## config.mk

```make
export PLATFORM = sky130hd
export DESIGN_NAME = pmc_back
export DESIGN_NICKNAME = d
export VERILOG_FILES = /design/src/design/pmc_pkg.sv /design/src/design/pmc_back.sv
export SDC_FILE = /design/constraint.sdc
export NUM_CORES = 2
export LEC_CHECK = 0
export ABC_CLOCK_PERIOD_IN_PS = 18350
export BUFFER_PORTS_ARGS = -buffer_cell sky130_fd_sc_hd__buf_2
export CAP_MARGIN = 0
export CORE_UTILIZATION = 60
export CTS_CLUSTER_SIZE = 12
export DETAILED_ROUTE_END_ITERATION = 10
export PLACE_DENSITY = 0.75
export SETUP_SLACK_MARGIN = 0.15
export SLEW_MARGIN = 10
export SYNTH_ARGS = -nofsm -noshare
export SYNTH_HDL_FRONTEND = slang
export SYNTH_SLANG_ARGS = --single-unit
```

## constraint.sdc

```tcl
create_clock -name clk -period 18.35 [get_ports clk]
set_input_delay 1.835 -clock clk [delete_from_list [all_inputs] [get_ports clk]]
set_output_delay 1.835 -clock clk [all_outputs]
set_load 0.03 [all_outputs]
```

## src/design/pmc_pkg.sv

```systemverilog
// Shared types, constants and helpers of the palette/material colorizer.
package pmc_pkg;

  localparam logic [15:0] TRANSPARENT_VALUE = 16'd63519;
  localparam logic [31:0] LCG_MUL           = 32'd1103515245;
  localparam logic [31:0] LCG_INC           = 32'd12345;
  localparam logic [7:0]  MAT_BASE          = 8'd192;
  localparam logic [10:0] CHAN_MAX          = 11'h7FF;
  localparam int          QUEUE_DEPTH       = 4;
  localparam int          QUEUE_AW          = $clog2(QUEUE_DEPTH);
  localparam int          PADDR_W           = 5;

  typedef enum logic [2:0] {
    REG_MAT_LO,
    REG_MAT_HI,
    REG_RUST,
    REG_BURN,
    REG_MAT_ALPHA,
    REG_BASE_ALPHA,
    REG_ALLOW_PAL
  } reg_idx_t;

  typedef struct packed {
    logic       req_type;
    logic [7:0] pixel_code;
    logic       image_start;
    logic [7:0] pal_addr;
    logic [7:0] pal_red;
    logic [7:0] pal_green;
    logic [7:0] pal_blue;
  } in_t;

  typedef struct packed {
    logic [15:0] rgb565;
    logic [7:0]  alpha;
  } out_t;

  typedef struct packed {
    logic [31:0] material_colors_low;
    logic [31:0] material_colors_high;
    logic [31:0] rust_levels;
    logic [31:0] burn_levels;
    logic [31:0] material_alphas;
    logic [7:0]  base_alpha;
    logic        allow_palette;
  } cfg_t;

  typedef struct packed {
    logic        is_mat;
    logic        image_start;
    logic [1:0]  mat_idx;
    logic [3:0]  shade;
    logic [15:0] rgb;
  } q_entry_t;

  function automatic logic [7:0] byte_of(input logic [31:0] word, input logic [1:0] idx);
    byte_of = word[{idx, 3'b000} +: 8];
  endfunction

endpackage

```

## src/design/pmc_back.sv

```systemverilog
// Back end: seed LCGs, material shading, rust/burn and output register.
module pmc_back (
  input  logic              clk,
  input  logic              rst,
  input  pmc_pkg::cfg_t     cfg,
  input  logic              q_valid,
  input  pmc_pkg::q_entry_t q_data,
  output logic              pop,
  output logic              out_valid,
  input  logic              out_stall,
  output pmc_pkg::out_t     out_data
);
  import pmc_pkg::*;

  function automatic logic [10:0] sat11(input logic [11:0] v);
    sat11 = v[11] ? CHAN_MAX : v[10:0];
  endfunction

  logic [31:0] rust_seeds [4];
  logic [31:0] burn_seeds [4];

  logic        a_load;
  logic        b_load;
  logic        a_valid;
  logic        a_draw;
  logic        a_rust;
  logic        a_burn;
  logic [15:0] a_rgb;
  logic [7:0]  a_alpha;
  logic [11:0] a_r;
  logic [11:0] a_g;
  logic [11:0] a_b;
  logic [11:0] a_mx;

  logic [1:0]  m;
  logic [15:0] col;
  logic        draw;
  logic [7:0]  rust_lvl;
  logic [7:0]  burn_lvl;
  logic [31:0] rust_cur;
  logic [31:0] burn_cur;
  logic [31:0] rust_prod;
  logic [31:0] burn_prod;
  logic        rust_step;
  logic        burn_step;
  logic        rust_hit;
  logic        burn_hit;
  logic [11:0] sc_r;
  logic [11:0] sc_g;
  logic [11:0] sc_b;
  logic [11:0] sc_mx;

  assign b_load = !out_valid || !out_stall;
  assign a_load = !a_valid || b_load;
  assign pop    = q_valid && a_load;

  always_comb begin
    m         = q_data.mat_idx;
    col       = m[1] ? cfg.material_colors_high[{m[0], 4'b0000} +: 16]
                     : cfg.material_colors_low[{m[0], 4'b0000} +: 16];
    draw      = q_data.is_mat && (col != TRANSPARENT_VALUE);
    rust_lvl  = byte_of(cfg.rust_levels, m);
    burn_lvl  = byte_of(cfg.burn_levels, m);
    rust_cur  = q_data.image_start ? {26'd0, rust_lvl[7:2]} : rust_seeds[m];
    burn_cur  = q_data.image_start ? {26'd0, burn_lvl[7:2]} : burn_seeds[m];
    rust_prod = rust_cur * LCG_MUL + LCG_INC;
    burn_prod = burn_cur * LCG_MUL + LCG_INC;
    rust_step = draw && (rust_lvl != 8'd0);
    burn_step = draw && (burn_lvl != 8'd0);
    rust_hit  = rust_step && (rust_lvl[1:0] > rust_prod[31:30]);
    burn_hit  = burn_step && (burn_lvl[1:0] > burn_prod[31:30]);
    sc_r      = {col[15:11], 3'b000} * q_data.shade;
    sc_g      = {col[10:5], 2'b00} * q_data.shade;
    sc_b      = {col[4:0], 3'b000} * q_data.shade;
    sc_mx     = (sc_r > sc_g) ? sc_r : sc_g;
    if (sc_b > sc_mx) begin
      sc_mx = sc_b;
    end
  end

  always_ff @(posedge clk) begin
    if (rst) begin
      for (int i = 0; i < 4; i++) begin
        rust_seeds[i] <= '0;
        burn_seeds[i] <= '0;
      end
    end else if (pop) begin
      for (int i = 0; i < 4; i++) begin
        if (q_data.image_start) begin
          rust_seeds[i] <= {26'd0, cfg.rust_levels[8*i+2 +: 6]};
          burn_seeds[i] <= {26'd0, cfg.burn_levels[8*i+2 +: 6]};
        end
      end
      if (rust_step) begin
        rust_seeds[m] <= rust_prod;
      end
      if (burn_step) begin
        burn_seeds[m] <= burn_prod;
      end
    end
  end

  always_ff @(posedge clk) begin
    if (rst) begin
      a_valid <= 1'b0;
    end else if (a_load) begin
      a_valid <= pop;
    end
  end

  always_ff @(posedge clk) begin
    if (pop) begin
      a_draw  <= draw;
      a_rust  <= rust_hit;
      a_burn  <= burn_hit;
      a_rgb   <= q_data.is_mat ? TRANSPARENT_VALUE : q_data.rgb;
      a_alpha <= draw ? byte_of(cfg.material_alphas, m) : cfg.base_alpha;
      a_r     <= sc_r;
      a_g     <= sc_g;
      a_b     <= sc_b;
      a_mx    <= sc_mx;
    end
  end

  logic [13:0] g_x3;
  logic [11:0] g_rust;
  logic [11:0] b_rust;
  logic [9:0]  mq;
  logic [11:0] r_fin;
  logic [11:0] g_fin;
  logic [11:0] b_fin;
  logic [10:0] r_sat;
  logic [10:0] g_sat;
  logic [10:0] b_sat;
  out_t        b_next;

  always_comb begin
    g_x3   = {2'b00, a_g} + {1'b0, a_g, 1'b0};
    g_rust = a_rust ? g_x3[13:2] : a_g;
    b_rust = a_rust ? {1'b0, a_b[11:1]} : a_b;
    mq     = a_mx[11:2];
    r_fin  = a_burn ? {2'b00, mq} + {3'b000, a_r[11:3]} : a_r;
    g_fin  = a_burn ? {2'b00, mq} + {3'b000, g_rust[11:3]} : g_rust;
    b_fin  = a_burn ? {2'b00, mq} + {3'b000, b_rust[11:3]} : b_rust;
    r_sat  = sat11(r_fin);
    g_sat  = sat11(g_fin);
    b_sat  = sat11(b_fin);
    b_next.rgb565 = a_draw ? {r_sat[10:6], g_sat[10:5], b_sat[10:6]} : a_rgb;
    b_next.alpha  = a_alpha;
  end

  always_ff @(posedge clk) begin
    if (rst) begin
      out_valid <= 1'b0;
    end else if (b_load) begin
      out_valid <= a_valid;
    end
  end

  always_ff @(posedge clk) begin
    if (b_load && a_valid) begin
      out_data <= b_next;
    end
  end

endmodule

```

# ---- Word level (Yosys, flattened, before mapping)
# Memories as Yosys holds them, arrays and structs flattened.
# Index checks and enable logic that the tools add are counted.
dict set report totals {
  register_bits 93
  latchBits 0
  ramBits 256
  romBits 0
  output_inout_bits 26
  n_memories 2
}
# name words word_bits read_ports rd_clocked_by_memory_dff write_ports line
set mem_list {}
lappend mem_list {burn_seeds 4 32 1 0 5 pmc_back.sv:20} ;# logic [31:0] burn_seeds [4];
lappend mem_list {rust_seeds 4 32 1 0 5 pmc_back.sv:19} ;# logic [31:0] rust_seeds [4];
dict set report classes {
  addsub 6
  n_mul 5
  n_div 0
  n_lt_le_gt_ge 4
  n_eq_ne 1
  shifts 5
  n_mux 37
  bitwise_logic 8
  n_reduce_logical 14
}
# operator count
set ops {}
lappend ops {{two-way mux 32 bit} 10}
lappend ops {{indexed part select 32 x 6 -> 8 bit} 3}
lappend ops {{two-way mux 12 bit} 7}
lappend ops {{adder 32 x 14 -> 32 bit, second input constant} 2}
lappend ops {{multiplier 32 x 31 -> 32 bit, second input constant} 2}
lappend ops {{indexed part select 32 x 6 -> 16 bit} 2}
lappend ops {{adder 10 x 9 -> 11 bit} 3}
lappend ops {{two-way mux 11 bit} 3}
lappend ops {{two-way mux 16 bit} 2}
lappend ops {{> comparator 12 bit} 2}
lappend ops {{multiplier 5 x 4 -> 9 bit} 2}
lappend ops {{inequality test 16 bit, second input constant} 1}
lappend ops {{nonzero test 8 bit} 2}
lappend ops {{adder 12 x 13 -> 14 bit} 1}
lappend ops {{two-way mux 1 bit} 14}
lappend ops {{multiplier 6 x 4 -> 10 bit} 1}
lappend ops {{two-way mux 8 bit} 1}
lappend ops {{bitwise OR 1 bit} 8}
lappend ops {{logical AND 1 bit} 7}
lappend ops {{> comparator 2 bit} 2}
lappend ops {{logical NOT 1 bit} 3}
lappend ops {{logical OR 1 bit} 2}

# ---- Longest topological paths before layout
dict set report depth {
  word_depth 9
  mapped_depth 41
}

# ---- Worst setup path before layout
# OpenSTA, ideal clock, no wires.
dict set report synth_path {
  path_type {input to register}
  startpoint {in q_data[20] in the netlist's numbering}
  endpoint {reg a_rust (data pin)}
  setup_time_ns 0.259
  t_arrival_ns 10.580
  required_ns 18.091
  path_slack_ns 7.511
  cell_stages 33
  path_buffers 6
  path_cell_list {buf_2 buf_2 buf_4 buf_2 buf_2 buf_2 mux4_2 mux2i_1 inv_1 ha_1 fa_1 inv_1 fa_1 fa_1 inv_1 ha_1 inv_1 fa_1 inv_1 fa_1 fa_1 ha_1 a21oi_1 nand2_1 a211o_1 nor4_1 nor2_1 a211o_1 a21o_1 and2_1 ha_1 a21oi_1 a211oi_1}
}
dict set report synth_between {
  elab_chain_cells 6
}
# element line
set synth_rtl {}
lappend synth_rtl {{from (decl)} pmc_back.sv:7} ;# input pmc_pkg::q_entry_t q_data,
lappend synth_rtl {{indexed part select 32 x 6 -> 8 bit (tied with other cells)} pmc_pkg.sv:57} ;# byte_of = word[{idx, 3'b000} +: 8];
lappend synth_rtl {{two-way mux 32 bit / two-way mux 16 bit (equally long branches)} {pmc_back.sv:64, pmc_back.sv:59}}
lappend synth_rtl {{multiplier 32 x 31 -> 32 bit / inequality test 16 bit (equally long branches)} {pmc_back.sv:66, pmc_back.sv:61}}
lappend synth_rtl {{adder 32 x 14 -> 32 bit / logical AND 1 bit (equally long branches)} {pmc_back.sv:66, pmc_back.sv:61}}
lappend synth_rtl {{> comparator 2 bit / logical AND 1 bit (equally long branches)} {pmc_back.sv:70, pmc_back.sv:68}}
lappend synth_rtl {{logical AND 1 bit *} pmc_back.sv:70} ;# rust_hit = rust_step && (rust_lvl[1:0] > rust_prod[31:30]);
lappend synth_rtl {{named net rust_hit} pmc_back.sv:46} ;# logic rust_hit;
lappend synth_rtl {{to (signal assigned)} pmc_back.sv:114} ;# a_rust <= rust_hit;
lappend synth_rtl {{to (decl)} pmc_back.sv:26} ;# logic a_rust;
# The timed path passes the listed nets; every way through them passes the cells marked *.
# A chain may end at the register's enable or synchronous reset.

# ---- Worst setup path after layout
dict set report layout_path {
  startpoint {in q_data[20] in the netlist's numbering}
  endpoint {reg a_burn (data pin)}
}
dict set report layout_between {
  elab_chain_cells 6
}
# element line
set layout_rtl {}
lappend layout_rtl {{indexed part select 32 x 6 -> 8 bit / memory read (4 x 32 bit) (equally long branches)} -}
lappend layout_rtl {{two-way mux 32 bit *} pmc_back.sv:65} ;# burn_cur = q_data.image_start ? {26'd0, burn_lvl[7:2]} : burn_seeds[m];
lappend layout_rtl {{multiplier 32 x 31 -> 32 bit *} pmc_back.sv:67} ;# burn_prod = burn_cur * LCG_MUL + LCG_INC;
lappend layout_rtl {{adder 32 x 14 -> 32 bit *} pmc_back.sv:67}
lappend layout_rtl {{named net burn_prod[30]} pmc_back.sv:43} ;# logic [31:0] burn_prod;
lappend layout_rtl {{> comparator 2 bit *} pmc_back.sv:71} ;# burn_hit = burn_step && (burn_lvl[1:0] > burn_prod[31:30]);
lappend layout_rtl {{logical AND 1 bit *} pmc_back.sv:71}
lappend layout_rtl {{named net burn_hit} pmc_back.sv:47} ;# logic burn_hit;
lappend layout_rtl {{to (signal assigned)} pmc_back.sv:115} ;# a_burn <= burn_hit;
lappend layout_rtl {{to (decl)} pmc_back.sv:27} ;# logic a_burn;
# Marks and branches as above.

==> flow_summary.toml <==
[outcome]
status = "finished, final reports clean"

[die]
dieArea_um2 = 64800
coreArea_um2 = 63100
start_util = 0.607
rows = 92
chipWidth_um = 255
num_io_pins = 223
die_y_um = 255

[route]
drc = 0
ant_nets = 0
num_vias = 26100
finalWirelength_mm = 92.9
firstDrtPassIters = 5
first_iter_violations = 1901
wl_per_cell_um = 20.0
viasPerCell = 5.62

[logic_synthesis]
synth_flop_cell = "edfxtp_1"
ys_seq_area_frac = 0.272
synth_top_family_by_area = "adder cells"
synthSimpleGateAreaFrac = 0.0822
synth_top_area_share = 0.271
synth_edf_count = 345
synth_nets = 4702
syn_area_per_cell_um2 = 10.6
synth-compound-area-share = 0.0687
yosys_warnings = 0
syn_inst = 3606
synth_largest_area_cell = "edfxtp_1"
synthTopCellsByArea = "edfxtp_1 (27%), fa_1 (21%), ha_1 (17%), inv_1 (8.8%), mux4_2 (4.3%)"
synth_adder_area_share = 0.371
ys_types = 73
syn_area_um2 = 38300
synth_xor_area_frac = 0.0353
synthMuxAreaShare = 0.0680
synth_seq_cells = 347
async_reset_ff_frac = 0

[worst_setup_path]
worst-path-max-fanout = 53
required_ns = 18.66
r2r_slack_ns = 9.23
max_stage_delay_ns = 0.80
reg2reg_from = "burn_seeds[3][2]$_DFFE_PP_"
rr_worst_depth = 29
crit_type = "input port to flip-flop"
cp_slowest_cell = "a41oi_1"
end_kind = "flip-flop"
setup.worst_path.start_class = "input port"
timing.critical_path.arrival_ns = 12.13
r2r-end = "a_burn$_DFFE_PP_"

[placement]
portBuffers = 221
gp_congestion = 0.998
dp_slack_ns = 6.08
hpwl_mm = 74.5

[cts]
htreeDepth = 2
cts_root_buffer = "clkbuf_16"
cts_setup_buffers = 0
cts_resized = 0
clk_path_buf_depth = 3
hold_buffers = 0
clk_pin_slew_ns = 0.06
cts_sinks = 347
tritoncts = "yes"
clock_latency_ns = 0.57
numCtsBuffers = 37

[sta]
fin_tns_setup_ns = 0
min_period_ns = 11.81
rsz0062_at_grt = "false"
finalSetupViolations = 0
post-route-worst-setup-slack_ns = 6.54
clock_skew_ns = 0.0278
max_slew_margin = 0.248
finalHoldViolCount = 0
period_share = 0.644
fmax_mhz = 84.7
tightest_slew_ns = 1.12
final_max_slew_viol_count = 0

[global_route]
antenna_found_initial = 13
overflow = 0
grt_pass1_vias = 26500
grt_pass1_wl_mm = 144
grt_max_degree = 68
track_usage = 0.293

[worst_hold_path]
whs_path_depth = 0
min_path_type = "flip-flop to flip-flop"
hp-start = "a_alpha[4]$_DFFE_PP_"
hold_end = "out_data[4]$_DFFE_PP_"

[job]
max_cap_viol_count = 0

[final_layout]
syn_to_final_growth_pct = 7.56
num-nets-final = 4885
final_layout_size_suffix_gt1_frac = 0.111
critical path: cells and delay by family:
family | cells | cell delay, ns
adders and majority gates | 10 | 3.97
buffers and inverters | 5 | 2.44
AOI/OAI and AO/OA | 7 | 1.83
muxes | 2 | 1.28
and+or+nand+nor | 3 | 0.44
xor gates and xnor gates | 1 | 0.22
cells in the final DEF (no fill, tap or decap), types with 5 or more instances in the layout:
cell	n
inv_1	895
ha_1	505
fa_1	394
edfxtp_1	345
nor2_1	253
buf_2	218
nand2_1	95
xnor2_1	92
a21oi_1	88
o21ai_0	76
mux4_2	73
mux2i_1	70
nand3_1	68
nor2b_1	61
xor2_1	57
a21o_1	51
a211oi_1	44
and2_1	40
clkbuf_16	38
a211o_1	34
nand2b_1	27
nor3_1	26
buf_4	26
mux2_2	22
a31oi_1	16
or2_2	15
nand4_1	14
o21bai_1	14
o21ai_1	14
o21a_1	9
nor3b_1	9
or3_1	8
nor4_1	7
and3_1	7
o211ai_1	6
clkbuf_1	6
diode_2	5
a31o_2	5
clkinv_1	5
cell families (layout without fill, tap and decap cells):
family / after synthesis / in the layout
mux: 166 / 166
compound gates: 397 / 397
fa+ha+maj: 899 / 899
flops: 347 / 347
buf+inv: 999 / 1197
xor+xnor: 151 / 151
other cells: 0 / 5
simple gates: 647 / 647
sequential cells by signal, summed over array words and instances, names as in the netlist, 8 cells and up:
| signal | flops |
|---|---|
| a_g | 10 |
| a_b | 9 |
| a_r | 9 |
| out_data | 24 |
| burn_seeds | 128 |
| a_alpha | 8 |
| rust_seeds | 128 |
| a_mx | 10 |
| a_rgb | 16 |
synthesized netlist by cell type, drive strengths merged (5+ instances only):
cell type    n
nor3b        9
nor3        27
mux4        73
xor2        57
fa         394
nor2b       61
nand2b      27
a211oi      44
xnor2       92
and2        41
inv        897
nand4       15
buf         58
a21o        51
o211ai       6
a21oi       88
or3          8
o21bai      14
clkbuf      44
and3         7
nand2       97
a31oi       16
o21a         9
nand3       70
o21ai       90
nor2       253
a21boi       5
edfxtp     345
nor4         7
mux2i       71
mux2        22
ha         505
a31o         5
or2         16
a211o       34
stage by stage:
step	hold slack, ns	std cells	utilization	instance area [µm²]
5_1_grt	0.423	4655	0.653	41200
6_report	0.414	4655	0.653	41200
2_1_floorplan	0.400	3606	-	38300
3_5_place_dp	0.406	4596	0.635	40100
3_3_place_gp	0.401	4596	0.635	40100
4_1_cts	0.416	4650	0.653	41200
how the worst max path moves through the flow:
stage | to | depth (start not counted) | from | slack [ns]
2_1_floorplan | a_rust$_DFFE_PP_ | 33 | q_data[20] | 7.51
3_3_place_gp | a_burn$_DFFE_PP_ | 28 | q_data[20] | 6.16
3_5_place_dp | a_burn$_DFFE_PP_ | 28 | q_data[20] | 6.08
4_1_cts | a_burn$_DFFE_PP_ | 28 | q_data[20] | 6.67
5_1_grt | a_burn$_DFFE_PP_ | 28 | q_data[20] | 6.13
6_report | a_burn$_DFFE_PP_ | 28 | q_data[20] | 6.54
area by class of cell:
cell class	instances	area [µm²]
timing repair buffer	246	1310
multi-input combinational	2260	23900
antenna	5	12.5
tap	846	1060
clock buffer	44	973
sequential	347	10400
inverter	897	3370
clock inverter	10	105
fill	4985	21900
layer usage:
layer / vias up / track usage / part of all wire
met3: 179 / 0.0705 / 0.089
met1: 12900 / 0.388 / 0.41
li1: 12200 / - / -
met4: 16 / 0.0854 / 0.028
met5: - / 0 / 0.0010
met2: 912 / 0.482 / 0.47
Power is left out: the tool's default activity adds up to more than one toggle a clock period on the data nets, which glitch-free logic cannot reach.
