**src/design/pmc_pkg.sv**
```systemverilog
// Shared types, constants and helpers of the palette/material colorizer.
package pmc_pkg;

  localparam logic [15:0] TRANSPARENT_VALUE = 16'd63519;
  localparam logic [31:0] LCG_MUL           = 32'd1103515245;
  localparam logic [31:0] LCG_INC           = 32'd12345;
  localparam logic [7:0]  MAT_BASE          = 8'd192;
  localparam logic [10:0] CHAN_MAX          = 11'h7FF;
  localparam int          QUEUE_DEPTH       = 4;
  localparam int          QUEUE_AW          = $clog2(QUEUE_DEPTH);
  localparam int          PADDR_W           = 5;

  typedef enum logic [2:0] {
    REG_MAT_LO,
    REG_MAT_HI,
    REG_RUST,
    REG_BURN,
    REG_MAT_ALPHA,
    REG_BASE_ALPHA,
    REG_ALLOW_PAL
  } reg_idx_t;

  typedef struct packed {
    logic       req_type;
    logic [7:0] pixel_code;
    logic       image_start;
    logic [7:0] pal_addr;
    logic [7:0] pal_red;
    logic [7:0] pal_green;
    logic [7:0] pal_blue;
  } in_t;

  typedef struct packed {
    logic [15:0] rgb565;
    logic [7:0]  alpha;
  } out_t;

  typedef struct packed {
    logic [31:0] material_colors_low;
    logic [31:0] material_colors_high;
    logic [31:0] rust_levels;
    logic [31:0] burn_levels;
    logic [31:0] material_alphas;
    logic [7:0]  base_alpha;
    logic        allow_palette;
  } cfg_t;

  typedef struct packed {
    logic        is_mat;
    logic        image_start;
    logic [1:0]  mat_idx;
    logic [3:0]  shade;
    logic [15:0] rgb;
  } q_entry_t;

  function automatic logic [7:0] byte_of(input logic [31:0] word, input logic [1:0] idx);
    byte_of = word[{idx, 3'b000} +: 8];
  endfunction

endpackage

```
**src/design/pmc_queue.sv**
```systemverilog
// Short FIFO between the front end and the back end.
module pmc_queue (
  input  logic              clk,
  input  logic              rst,
  input  logic              push,
  input  pmc_pkg::q_entry_t push_data,
  output logic              full,
  input  logic              pop,
  output pmc_pkg::q_entry_t pop_data,
  output logic              not_empty
);
  import pmc_pkg::*;

  q_entry_t              entries [QUEUE_DEPTH];
  logic [QUEUE_AW-1:0]   wr_ptr;
  logic [QUEUE_AW-1:0]   rd_ptr;
  logic [QUEUE_AW:0]     count;

  assign full      = (count == (QUEUE_AW+1)'(QUEUE_DEPTH));
  assign not_empty = (count != '0);
  assign pop_data  = entries[rd_ptr];

  always_ff @(posedge clk) begin
    if (push) begin
      entries[wr_ptr] <= push_data;
    end
  end

  always_ff @(posedge clk) begin
    if (rst) begin
      wr_ptr <= '0;
      rd_ptr <= '0;
      count  <= '0;
    end else begin
      if (push) begin
        wr_ptr <= wr_ptr + 1'b1;
      end
      if (pop) begin
        rd_ptr <= rd_ptr + 1'b1;
      end
      if (push && !pop) begin
        count <= count + 1'b1;
      end else if (pop && !push) begin
        count <= count - 1'b1;
      end
    end
  end

  a_no_overflow: assert property (@(posedge clk) disable iff (rst) !(push && full))
    else $error("queue push while full");
  a_no_underflow: assert property (@(posedge clk) disable iff (rst) !(pop && !not_empty))
    else $error("queue pop while empty");
  a_count_up: assert property (@(posedge clk) disable iff (rst)
    (push && !pop) |=> (count == $past(count) + 1'b1))
    else $error("queue count did not follow push");
  a_count_down: assert property (@(posedge clk) disable iff (rst)
    (pop && !push) |=> (count == $past(count) - 1'b1))
    else $error("queue count did not follow pop");

endmodule

```
**config.mk**
```make
export PLATFORM = sky130hd
export DESIGN_NAME = pmc_queue
export DESIGN_NICKNAME = d
export VERILOG_FILES = /design/src/design/pmc_pkg.sv /design/src/design/pmc_queue.sv
export SDC_FILE = /design/constraint.sdc
export NUM_CORES = 1
export LEC_CHECK = 0
export ABC_CLOCK_PERIOD_IN_PS = 4000
export BUFFER_PORTS_ARGS = -buffer_cell sky130_fd_sc_hd__clkbuf_2
export CORE_MARGIN = 5
export CORE_UTILIZATION = 49
export DETAILED_ROUTE_END_ITERATION = 10
export PLACE_DENSITY = 0.74
export SLEW_MARGIN = 20
export SYNTH_ARGS = -nofsm -noshare
export SYNTH_HDL_FRONTEND = slang
export SYNTH_SLANG_ARGS = --single-unit
```
**constraint.sdc**
```tcl
create_clock -name clk -period 4 [get_ports clk]
set_clock_uncertainty 0.2 [all_clocks]
set_input_delay 0.6 -clock clk [delete_from_list [all_inputs] [get_ports clk]]
set_output_delay 0.6 -clock clk [all_outputs]
set_load 0.02 [all_outputs]
```
* Word level (Yosys, flattened, before mapping)
Memory sizes are Yosys's and may differ from the RTL's. A register that Yosys moved wholly into a read port is not among the register bits.
Index checks and enable logic that the tools add are counted.
** Word-level totals
- Register bits :: 7
- Memory bits (writable) :: 96
- Bits of input ports :: 28
- Output and inout bits :: 26
- Logic and storage cells :: 21
- Memories :: 1
** Operators by class
- $add $sub $neg :: 4
- Eq/ne operators :: 1
- Multiplexer cells :: 6
- Reduce and logical (&&, ||, !) cells :: 6
** Memory list
- entries :: words 4, width 24, rd ports 1, clocked after memory_dff 1, write ports 1, RTL line pmc_queue.sv:14 : q_entry_t entries [QUEUE_DEPTH];
** Operators with widths (number)
- $mux 3 :: 2
- $add 2x1->2 const B :: 2
- $mux 2 :: 2
- $add 3x1->3 const B :: 1
- $eq 3x3->1 const B :: 1
- $reduce_bool 3->1 :: 1
- $sub 3x1->3 const B :: 1
- $logic_and 1x1->1 :: 2
- $logic_not 1->1 :: 2
- $mux 1 :: 2
- $reduce_bool 2->1 :: 1

* Depth between registers and ports, before layout
Gate-level depths: netlist of the first run.
- Depth after elaboration :: 4
- Depth in mapped cells :: 7
- Gate-level depth less buffers :: 7

* Worst setup path before layout of the first run
Ideal clock, no wire load.
- Path type :: input-to-reg
- Start :: in pop
- End :: reg count[2]
- Setup time :: 0.070 ns
- Arrival :: 1.790 ns
- Required time :: 3.730 ns
- Setup slack :: 1.940 ns
- Stages :: 7
- Buffers on the path :: 0
- Cell sequence :: inv_1 > ha_1 > inv_1 > fa_1 > xor2_1 > or3_1 > a21oi_1
** On the way
- Word-level cells in the longest chain between the ends :: 3
- Elaborated cells between the ends (all ways) :: 5
- Classes of those cells :: 1 x mux; 4 x reduce/logical
** Ends and longest elaborated chain
- from (decl) :: RTL line pmc_queue.sv:8 : input logic pop,
- $logic_not 1->1 :: RTL line pmc_queue.sv:41 : if (push && !pop) begin
- $logic_and 1x1->1 :: RTL line pmc_queue.sv:41
- $mux 3 / $reduce_bool 2->1 (equally long branches)
- to (signal assigned) :: RTL line pmc_queue.sv:42 : count <= count + 1'b1;
- to (signal assigned) :: RTL line pmc_queue.sv:44 : count <= count - 1'b1;
- to (decl) :: RTL line pmc_queue.sv:17 : logic [QUEUE_AW:0] count;
Several ways; a longest one is shown, not always the timed one.
A chain may end at the register's enable or synchronous reset.

==> results of run 1 <==
cell usage after synthesis:
cell type / count / share of area
sky130_fd_sc_hd__edfxtp_1: 96 / 0.73
sky130_fd_sc_hd__mux4_2: 20 / 0.11
sky130_fd_sc_hd__dfxtp_1: 9 / 0.046
sky130_fd_sc_hd__nor2_1: 7 / 0.0067
sky130_fd_sc_hd__ha_1: 5 / 0.016
sky130_fd_sc_hd__and2_1: 4 / 0.0064
sky130_fd_sc_hd__inv_1: 4 / 0.0038
sky130_fd_sc_hd__mux4_1: 4 / 0.027
sky130_fd_sc_hd__xor2_1: 3 / 0.0067
sky130_fd_sc_hd__buf_12: 2 / 0.010
sky130_fd_sc_hd__buf_2: 2 / 0.0025
sky130_fd_sc_hd__clkbuf_1: 2 / 0.0019
sky130_fd_sc_hd__mux2i_1: 2 / 0.0051
sky130_fd_sc_hd__or3_1: 2 / 0.0032
sky130_fd_sc_hd__xnor2_1: 2 / 0.0045
sky130_fd_sc_hd__a21oi_1: 1 / 0.0013
sky130_fd_sc_hd__buf_6: 1 / 0.0029
sky130_fd_sc_hd__fa_1: 1 / 0.0051
sky130_fd_sc_hd__nand2_1: 1 / 0.00095
sky130_fd_sc_hd__nor3b_1: 1 / 0.0019
sky130_fd_sc_hd__o21ai_0: 1 / 0.0013
power breakdown:
| part | internal, uW | switching (uW) |
|---|---|---|
| registers | 1260 | 32.4 |
| logic | 112 | 145 |
| clock network | 234 | 348 |
| total | 1600 | 525 |
worst max-delay path: cells and delay by family (launching register included):
| kind | cells | cell delay, ns |
|---|---|---|
| flip-flops | 1 | 0.91 |
| multiplexers | 1 | 0.66 |
| buffers and inverters | 1 | 0.18 |
how the worst min path moves through the flow:
stage                             start             end  slack [ns]  cells past startpoint
after CTS                  push_data[7]   entries[2][7]        0.23                      1
after global placement         count[2]        count[2]        0.28                      2
after floorplan                count[2]        count[2]        0.26                      2
after detailed placement       count[2]        count[2]        0.30                      2
after global routing      push_data[16]  entries[2][16]        0.24                      1
final                     push_data[15]  entries[0][15]        0.25                      1
kinds of logic after synthesis:
kind of cell    after synthesis  share of synthesized area
xor+xnor                      5                     0.0111
simple gates                 15                     0.0191
buf+inv                      11                     0.0213
compound gates                2                    0.00254
mux                          26                      0.146
fa+ha+maj                     6                     0.0210
flops                       105                      0.779
cell type report:
| type | instances | area (sq um) |
|---|---|---|
| Inverter | 4 | 15.0 |
| Sequential cell | 105 | 3060 |
| Clock inverter | 6 | 51.3 |
| Clock buffer | 10 | 128 |
| Tap cell | 102 | 128 |
| Multi-Input combinational cell | 54 | 787 |
| Timing Repair Buffer | 58 | 303 |
| Fill cell | 591 | 3290 |
per-stage QoR:
stage | cells | total power, uW | area, sq um | util
after floorplan | 170 | 1490 | 3930 | -
after global placement | 323 | 1570 | 4300 | 0.553
after detailed placement | 323 | 1580 | 4300 | 0.553
after CTS | 339 | 2160 | 4480 | 0.576
after global routing | 339 | 2220 | 4480 | 0.576
final | 339 | 2130 | 4480 | 0.576
layer usage:
metal / global-route usage / up-vias / part of all wire
li1: - / 812 / -
met1: 0.171 / 896 / 0.41
met2: 0.209 / 55 / 0.51
met3: 0.0295 / 7 / 0.058
met4: 0.0630 / 0 / 0.015
met5: 0 / - / 0
state kept, by name, summed over array words and instances, names as in the netlist, named ones only:
register  count
count         3
entries      96
rd_ptr        2
wr_ptr        2
layout by cell type, fill, tap and decap left out:
master                       instances
sky130_fd_sc_hd__edfxtp_1           96
sky130_fd_sc_hd__clkbuf_2           53
sky130_fd_sc_hd__mux4_2             20
sky130_fd_sc_hd__clkbuf_8            9
sky130_fd_sc_hd__dfxtp_1             8
sky130_fd_sc_hd__nor2_1              7
sky130_fd_sc_hd__ha_1                5
sky130_fd_sc_hd__buf_4               5
sky130_fd_sc_hd__inv_1               4
sky130_fd_sc_hd__and2_1              4
sky130_fd_sc_hd__mux4_1              4
sky130_fd_sc_hd__xor2_1              3
sky130_fd_sc_hd__clkinvlp_4          3
sky130_fd_sc_hd__or3_1               2
sky130_fd_sc_hd__xnor2_1             2
sky130_fd_sc_hd__mux2i_1             2
sky130_fd_sc_hd__nor3b_1             1
sky130_fd_sc_hd__nand2_1             1
sky130_fd_sc_hd__o21ai_0             1
sky130_fd_sc_hd__a21oi_1             1
sky130_fd_sc_hd__fa_1                1
sky130_fd_sc_hd__dfxtp_2             1
sky130_fd_sc_hd__clkinv_4            1
sky130_fd_sc_hd__inv_8               1
sky130_fd_sc_hd__clkbuf_1            1
sky130_fd_sc_hd__inv_6               1
==> metrics.sh, run 1 <==
GP_ROUTABILITY_CONGESTION=0.720
DP_WORST_SETUP_SLACK_NS=1.43
CP_MAX_FO=24
DRV_CAP=0
CTS_BUFFER_DEPTH=2
CELLPOWERDENSITY_nW_PER_UM2=475
TNS_NS=0
CRITPATHREQUIREDTIME_NS=3.20
FLOORPLAN.DIE.HEIGHT_UM=99.6
SYNTH.CELL_AREA_SQ_UM=3930
YOSYSUNIQUECELLTYPES=21
CTS_HOLD_BUFFERS=0
UNREPAIRED_SETUP_ENDPOINTS_AFTER_GLOBAL_ROUTING='false'
SETUP_WS_NS=1.10
CTS_INSERTED_BUFFERS=9
HOLDCRITPATHCLASS='in -> reg'
DRT_ITER0_MARKERS=77
PIN_COUNT_OF_THE_BIGGEST_NET_ENTERING_GLOBAL_ROUTING=25
POST_ROUTE_CLOCK_PERIOD_UTILIZATION=0.726
DIE-WIDTH_UM=99.6
WORST_R2R_STARTPOINT='wr_ptr[0]'
TRITONCTS_CLOCK_TREE='built'
GLOBAL_ROUTE.OVERFLOW_TOTAL=0
DRT_WL_TOTAL_MM=6.07
CTS_SETUP_BUFFERS=0
REMAINING_DRC_ERRORS=0
CTS.HTREE.LEVELS=3
CP_DATA_ARRIVAL_TIME_NS=2.10
DRIVE_ABOVE_1_SHARE=0.397
RRSETUPSLACK_NS=2.02
DESIGN.PORTCOUNT=54
STATUS='completed'
IRDROPWORSTVDD_V=0.000217
DRV_SLEW=0
DP.FINAL_HPWL_MM=3.90
ANTENNA_VIOLATING_NETS_POST_ROUTE=0
MAX_CLOCK_FREQ_GHz=0.344
TIMING.FINAL.HOLD_VIOLATIONS=0
NETS_FINAL=266
REG2REG_DEPTH=4
DESIGN.DIE.AREA_SQ_UM=9920
VIAS=1770
TIMING.CRITICAL_PATH.TO_TYPE='output port'
DELAY_OF_THE_SLOWEST_CRITICAL_PATH_STAGE_NS=0.91
HOLD-WORST-SLACK_NS=0.254
PORT-BUFFER-COUNT=53
WORST_SETUP_PATH_ENDPOINT='pop_data[20]'
CLKTRANSATPATHREGS_NS=0.10
POST_CTS_RESIZED=0
FIRST_PASS_GRT_WIRE_LENGTH_MM=9.74
START_UTIL=0.506
RELSLEWSLACK=0.422
SETUP_VIOL=0
CRIT_PATH_CELL_TRACE='mux4_1, clkbuf_2'
STATIC-LEAKAGE-POWER_uW=0.00155
CLOCK-SINKS=105
GRT_PASS1_VIAS=1899
ROUTED_WIRE_LENGTH_PER_INSTANCE_UM=17.9
WORST_SLEW_PIN_SLEW_NS=0.867
CLOCK-ROOT-BUFFER='sky130_fd_sc_hd__clkbuf_8'
FLOW.AREA_GROWTH_FROM_SYNTHESIS_PCT=13.8
SYNTH-SEQ-CELLS=105
PORTION_OF_THE_POST_SYNTHESIS_AREA_USED_BY_SEQUENTIAL_ELEMENTS=0.779
DESIGN.CORE.AREA_SQ_UM=7770
POSTSYNTHCELLCOUNT=170
ROWS=32
PERIOD_MINUS_SLACK_NS=2.90
CP_SLOWEST_CELL='sky130_fd_sc_hd__dfxtp_2'
FIRSTDRTPASSITERS=4
NUMBER_OF_ANTENNA_VIOLATIONS_AT_THE_FIRST_CHECK_IN_GLOBAL_ROUTING=0
CLKLATENCYLATEPIN_NS=0.35
SYNTH.YOSYS.WARNINGS=0
ALL_LAYER_GLOBAL_ROUTING_USAGE=0.131
TIMING_WORST_SETUP_PATH_TYPE='reg -> out'
POST_SYNTHESIS_AREA_PER_INSTANCE_SQ_UM=23.1
WORSTSETUPSTARTPOINTTYPE='register'
R2R-END='entries[0][18]'
ANTENNA_CELLS=0
SYNTH.NET_COUNT=204
VIASPERCELL=5.22
(Power assumes the default switching activity.)
==> run 2, diff against run 1 <==
--- a/config.mk
+++ b/config.mk
@@ -5,7 +5,7 @@
 export SDC_FILE = /design/constraint.sdc
 export NUM_CORES = 1
 export LEC_CHECK = 0
-export ABC_CLOCK_PERIOD_IN_PS = 4000
+export ABC_CLOCK_PERIOD_IN_PS = 2950
 export BUFFER_PORTS_ARGS = -buffer_cell sky130_fd_sc_hd__clkbuf_2
 export CORE_MARGIN = 5
 export CORE_UTILIZATION = 49
==> constraint.sdc (replaced) <==
create_clock -name clk -period 2.95 [get_ports clk]
set_clock_uncertainty 0.2 [all_clocks]
set_input_delay 0.4425 -clock clk [delete_from_list [all_inputs] [get_ports clk]]
set_output_delay 0.4425 -clock clk [all_outputs]
set_load 0.02 [all_outputs]
==> run 2 against run 1 <==
Against the previous run:
- flip-flop and latch count stayed put
- worst hold slack worse by 0.15 ns
- clock power increased by 60%
- final cell count grew 0.59%
- register-to-register slack worse by 0.93 ns
- global-route usage increased by 0.32 points
- via count is essentially flat
- sequential share of layout area is 0.79 points lower
- count of clock-buffer cells in the layout down 1
- critical path type unchanged
- combinational power rose by 43%
- non-clock buffer count is 2 higher
==> metrics.sh, run 2 (synthesis gave the netlist of run 1 again) <==
BIGGESTREGSBYFLOPS='entries x96, count x3'
FIRST_PASS_GRT_WIRE_LENGTH_MM=9.87
LEADING_CELL_TYPE_IN_THE_LAYOUT_FILL_AND_TAPS_EXCLUDED='sky130_fd_sc_hd__edfxtp_1'
GLOBAL_ROUTE.OVERFLOW_TOTAL=0
POST-ROUTE-UTIL=0.583
FINAL_CELL_MIX='96 x sky130_fd_sc_hd__edfxtp_1, 53 x sky130_fd_sc_hd__clkbuf_2, 20 x sky130_fd_sc_hd__mux4_2'
CTS.HTREE.LEVELS=3
FIRSTDRTPASSITERS=4
CTS_BUFFER_DEPTH=2
REMAINING_DRC_ERRORS=0
CLOCK-SINKS=105
ROWS=32
CTS_SETUP_BUFFERS=0
POST_ROUTE_CLOCK_PERIOD_UTILIZATION=0.820
DRV_SLEW=0
CLKLATENCYLATEPIN_NS=0.34
LARGEST-REGISTER='entries'
WORST_SLEW_PIN_SLEW_NS=0.500
FLOW.AREA_GROWTH_FROM_SYNTHESIS_PCT=15.1
ANTENNA_VIOLATING_NETS_POST_ROUTE=0
REG2REG_DEPTH=4
ANTENNA_CELLS=0
DRT_ITER0_MARKERS=78
WORSTSETUPSTARTPOINTTYPE='register'
DESIGN.CORE.AREA_SQ_UM=7770
PIN_COUNT_OF_THE_BIGGEST_NET_ENTERING_GLOBAL_ROUTING=25
UNREPAIRED_SETUP_ENDPOINTS_AFTER_GLOBAL_ROUTING='false'
DESIGN.PORTCOUNT=54
CLKTRANSATPATHREGS_NS=0.09
POST_CTS_RESIZED=0
SETUP_WS_NS=0.530
TIMING.CRITICAL_PATH.TO_TYPE='output port'
DRT_WL_TOTAL_MM=6.07
PORT-BUFFER-COUNT=53
NUMBER_OF_ANTENNA_VIOLATIONS_AT_THE_FIRST_CHECK_IN_GLOBAL_ROUTING=0
CP_DATA_ARRIVAL_TIME_NS=1.78
HOLDCRITPATHCLASS='in -> reg'
CTS_INSERTED_BUFFERS=9
STATUS='completed'
ROUTED_WIRE_LENGTH_PER_INSTANCE_UM=17.8
DRIVE_ABOVE_1_SHARE=0.397
SETUP_VIOL=0
PERIOD_MINUS_SLACK_NS=2.42
CLOCK-ROOT-BUFFER='sky130_fd_sc_hd__clkbuf_8'
FILLERINSTANCES=592
START_UTIL=0.506
WORST_SETUP_PATH_ENDPOINT='pop_data[7]'
DR.MAX_LAYER_USED='met4'
CP_MAX_FO=9
DESIGN.DIE.AREA_SQ_UM=9920
GRT_PASS1_VIAS=1881
DRV_CAP=0
TIMING.FINAL.HOLD_VIOLATIONS=0
TNS_NS=0
GP_ROUTABILITY_CONGESTION=0.656
TIMING_WORST_SETUP_PATH_TYPE='reg -> out'
NETS_FINAL=268
DIE-WIDTH_UM=99.6
IRDROPWORSTVDD_V=0.000294
VIAS=1771
TRITONCTS_CLOCK_TREE='built'
RRSETUPSLACK_NS=1.09
DP_WORST_SETUP_SLACK_NS=0.845
CELLPOWERDENSITY_nW_PER_UM2=668
CRITPATHREQUIREDTIME_NS=2.31
MET2_WIRELENGTH_MM=3.16
R2R-END='entries[2][11]'
STATIC-LEAKAGE-POWER_uW=0.00159
RELSLEWSLACK=0.667
WL_MET3_UM=309
CTS_HOLD_BUFFERS=0
WORST_R2R_STARTPOINT='wr_ptr[0]'
LARGEST_REG_FLOPS=96
WHS_PATH_DEPTH=1
MAX_CLOCK_FREQ_GHz=0.413
FLOORPLAN.DIE.HEIGHT_UM=99.6
ALL_LAYER_GLOBAL_ROUTING_USAGE=0.134
DP.FINAL_HPWL_MM=3.90
M1WIRELENGTH_MM=2.53
VIASPERCELL=5.19
==> run 2: routing by layer <==
metal  GRT usage  vias to the layer above
met5           0                        -
met4      0.0504                        0
met3      0.0316                        7
met2       0.221                       39
met1       0.174                      908
li1            -                      817
==> run 2: layout make-up <==
type	instances	area, sq um	share of cell area
clock buffers	9	124	0.0274
flip-flops and latches	105	3060	0.677
repair buffers	60	318	0.0702
clock inverters	7	92.6	0.0204
multi-input cells	54	787	0.174
inverters	4	15.0	0.00332
well taps	102	128	0.0282
==> run 2: worst min path at each step <==
stage	start	end	slack, ns
2_1_floorplan	count[2]	count[2]	0.26
3_3_place_gp	count[2]	count[2]	0.28
3_5_place_dp	count[2]	count[2]	0.29
4_1_cts	push_data[19]	entries[1][19]	0.09
5_1_grt	push_data[19]	entries[1][19]	0.09
6_report	push_data[19]	entries[0][19]	0.10
==> run 2: critical path: stages, from the launching register on <==
cell,delay [ns]
sky130_fd_sc_hd__dfxtp_2,0.45
sky130_fd_sc_hd__buf_4,0.27
sky130_fd_sc_hd__mux4_2,0.54
sky130_fd_sc_hd__clkbuf_2,0.17
==> run 2: per-stage QoR <==
| step | instances | hold slack (ns) | area [sq um] | total power (uW) |
|---|---|---|---|---|
| finish | 341 | 0.104 | 4530 | 3030 |
| global route | 341 | 0.0927 | 4530 | 3160 |
| CTS | 341 | 0.0915 | 4530 | 3060 |
| detailed placement | 325 | 0.289 | 4310 | 2140 |
| global placement | 325 | 0.282 | 4310 | 2130 |
| floorplan | 170 | 0.261 | 3930 | 2020 |
==> run 2: where the power goes <==
part,internal [uW],total [uW],switching [uW]
sequential,1700,1730,28.5
clock,477,929,453
combinational,156,366,210
==> run 3, diff against run 2 <==
--- a/config.mk
+++ b/config.mk
@@ -5,12 +5,12 @@
 export SDC_FILE = /design/constraint.sdc
 export NUM_CORES = 1
 export LEC_CHECK = 0
-export ABC_CLOCK_PERIOD_IN_PS = 2950
+export ABC_CLOCK_PERIOD_IN_PS = 2160
 export BUFFER_PORTS_ARGS = -buffer_cell sky130_fd_sc_hd__clkbuf_2
 export CORE_MARGIN = 5
 export CORE_UTILIZATION = 49
 export DETAILED_ROUTE_END_ITERATION = 10
-export PLACE_DENSITY = 0.74
+export PLACE_DENSITY = 0.76
 export SLEW_MARGIN = 20
 export SYNTH_ARGS = -nofsm -noshare
 export SYNTH_HDL_FRONTEND = slang
==> constraint.sdc (replaced) <==
create_clock -name clk -period 2.16 [get_ports clk]
set_clock_uncertainty 0.2 [all_clocks]
set_input_delay 0.324 -clock clk [delete_from_list [all_inputs] [get_ports clk]]
set_output_delay 0.324 -clock clk [all_outputs]
set_load 0.02 [all_outputs]
==> run 3 against run 2 <==
Against the previous run:
- power grew 33%
- non-clock buffer count grew 25
- clock power grew 19%
- count of clock-buffer cells in the layout is the same
- register-to-register slack lost 0.64 ns
- critical endpoint is now pop_data[10]
- routed wire length grew 4.6%
==> metrics.sh, run 3 (synthesis gave the netlist of run 1 again) <==
AREA_USED_BY_MULTI_INPUT_COMBINATIONAL_LOGIC_SQ_UM=779
PERIOD_MINUS_SLACK_NS=2.14
CP_DATA_ARRIVAL_TIME_NS=1.62
GP_ROUTABILITY_CONGESTION=0.730
CRIT_PATH_CELL_TRACE='buf_6, mux4_1, buf_2'
ROWS=32
REMAINING_DRC_ERRORS=0
DELAY_OF_THE_SLOWEST_CRITICAL_PATH_STAGE_NS=0.55
ANTENNA_VIOLATING_NETS_POST_ROUTE=0
CLOCK-SINKS=105
START_UTIL=0.506
GRT_PASS1_VIAS=1979
FLOORPLAN.DIE.HEIGHT_UM=99.6
STATUS='completed'
DRT_WL_TOTAL_MM=6.35
WORST_SLEW_PIN_SLEW_NS=0.368
CLKLATENCYLATEPIN_NS=0.35
CLOCK-ROOT-BUFFER='sky130_fd_sc_hd__clkbuf_8'
SETUP_VIOL=0
TIMING.CRITICAL_PATH.TO_TYPE='output port'
VIAS=1850
MET2_WIRELENGTH_MM=3.32
STATIC-LEAKAGE-POWER_uW=0.00168
DESIGN.CORE.AREA_SQ_UM=7770
CRITPATHREQUIREDTIME_NS=1.64
IRDROPWORSTVDD_V=0.000363
P_TOTAL_uW=4030
M1WIRELENGTH_MM=2.67
ALL_LAYER_GLOBAL_ROUTING_USAGE=0.138
FILLERINSTANCES=560
CP_SLOWEST_CELL='sky130_fd_sc_hd__mux4_1'
MAX_CLOCK_FREQ_GHz=0.466
WORSTSETUPSTARTPOINTTYPE='register'
DESIGN.PORTCOUNT=54
PIN_COUNT_OF_THE_BIGGEST_NET_ENTERING_GLOBAL_ROUTING=25
WL_MET3_UM=268
DRV_SLEW=0
DP.FINAL_HPWL_MM=3.94
VIASPERCELL=5.05
ANTENNA_CELLS=0
ROUTED_WIRE_LENGTH_PER_INSTANCE_UM=17.3
POST_ROUTE_CLOCK_PERIOD_UTILIZATION=0.993
TNS_NS=0
BIGGESTREGSBYFLOPS='entries x96, count x3'
CELLPOWERDENSITY_nW_PER_UM2=844
UNREPAIRED_SETUP_ENDPOINTS_AFTER_GLOBAL_ROUTING='true'
CTS.HTREE.LEVELS=3
CP_MAX_FO=6
CLKTRANSATPATHREGS_NS=0.10
NETS_FINAL=293
LARGEST_REG_FLOPS=96
NUMBER_OF_ANTENNA_VIOLATIONS_AT_THE_FIRST_CHECK_IN_GLOBAL_ROUTING=0
DR.MAX_LAYER_USED='met4'
CTS_BUFFER_DEPTH=2
DP_WORST_SETUP_SLACK_NS=0.107
PORT-BUFFER-COUNT=53
TIMING.FINAL.HOLD_VIOLATIONS=0
LARGEST-REGISTER='entries'
FLOW.AREA_GROWTH_FROM_SYNTHESIS_PCT=21.5
DRIVE_ABOVE_1_SHARE=0.379
GLOBAL_ROUTE.OVERFLOW_TOTAL=0
TIMING_WORST_SETUP_PATH_TYPE='reg -> out'
DESIGN.DIE.AREA_SQ_UM=9920
PLACED_AREA_SQ_UM=4340
RELSLEWSLACK=0.755
FINAL_CELL_MIX='96 x sky130_fd_sc_hd__edfxtp_1, 43 x sky130_fd_sc_hd__clkbuf_2, 24 x sky130_fd_sc_hd__dlygate4sd3_1'
FIRST_PASS_GRT_WIRE_LENGTH_MM=10.2
POST-ROUTE-UTIL=0.615
DRT_ITER0_MARKERS=79
DRV_CAP=0
STDCELL_AREA_SQ_UM=4780
HOLDCRITPATHCLASS='in -> reg'
LEADING_CELL_TYPE_IN_THE_LAYOUT_FILL_AND_TAPS_EXCLUDED='sky130_fd_sc_hd__edfxtp_1'
DIE-WIDTH_UM=99.6
SETUP_WS_NS=0.0153
CTS_INSERTED_BUFFERS=9
FIRSTDRTPASSITERS=4
AREA.SEQUENTIAL_SQ_UM=3070
TRITONCTS_CLOCK_TREE='built'
[run 3: changes by cell type in the layout (fill, tap and decap cells not counted), moves of 2 or more]
cell,delta
sky130_fd_sc_hd__buf_12,+2
sky130_fd_sc_hd__buf_2,+9
sky130_fd_sc_hd__buf_4,-3
sky130_fd_sc_hd__buf_6,+3
sky130_fd_sc_hd__bufinv_16,-2
sky130_fd_sc_hd__clkbuf_2,-10
sky130_fd_sc_hd__clkinv_1,-2
sky130_fd_sc_hd__dlygate4sd3_1,+24
sky130_fd_sc_hd__inv_8,+2
sky130_fd_sc_hd__mux4_1,-2
sky130_fd_sc_hd__mux4_2,+2
[run 3: metrics by stage]
step | hold slack [ns] | instances
2_1_floorplan | 0.223 | 170
3_3_place_gp | 0.284 | 326
3_5_place_dp | 0.314 | 326
5_1_grt | 0.0347 | 366
4_1_cts | 0.0320 | 366
6_report | 0.0398 | 366
[run 3: report_power, final]
group          switching, uW  internal [uW]  total, uW
clock network            667            441       1110
registers               37.8           2330       2360
logic                    303            260        562
[run 3: critical path, delay by kind of cell, from the launching register on]
family                 cells  cell delay, ns
DFF                        1            0.39
muxes                      1            0.55
buffers and inverters      2            0.33
[run 3: per-layer routing]
layer | track usage | vias up
met5 | 0 | -
met4 | 0.0441 | 0
met3 | 0.0386 | 10
met2 | 0.233 | 38
met1 | 0.172 | 938
li1 | - | 864
[run 3: final timing paths]
check	from	endpoint	slack, ns	depth (start not counted)
worst max-delay path	register	pop_data[10]	0.02	3
worst min-delay path	rst	count[1]	0.04	2
worst max register to register	count[0]	count[2]	0.45	4
worst min register to register	count[2]	count[2]	0.33	2
[run 3: repair_timing]
| item | in CTS | in global routing |
|---|---|---|
| buffers inserted | 0 | 0 |
| gates resized for setup | 6 | 11 |
| setup endpoints to repair | 13 | 21 |
| hold endpoints to repair | 95 | 0 |
| hold buffers | 24 | 0 |
[run 3: cell type report]
| class | instances | area share |
|---|---|---|
| clock inverters | 7 | 0.0128 |
| repair buffers | 85 | 0.126 |
| inverters | 4 | 0.00314 |
| well taps | 102 | 0.0267 |
| flip-flops and latches | 105 | 0.642 |
| clock buffers | 9 | 0.0259 |
| multi-input cells | 54 | 0.163 |
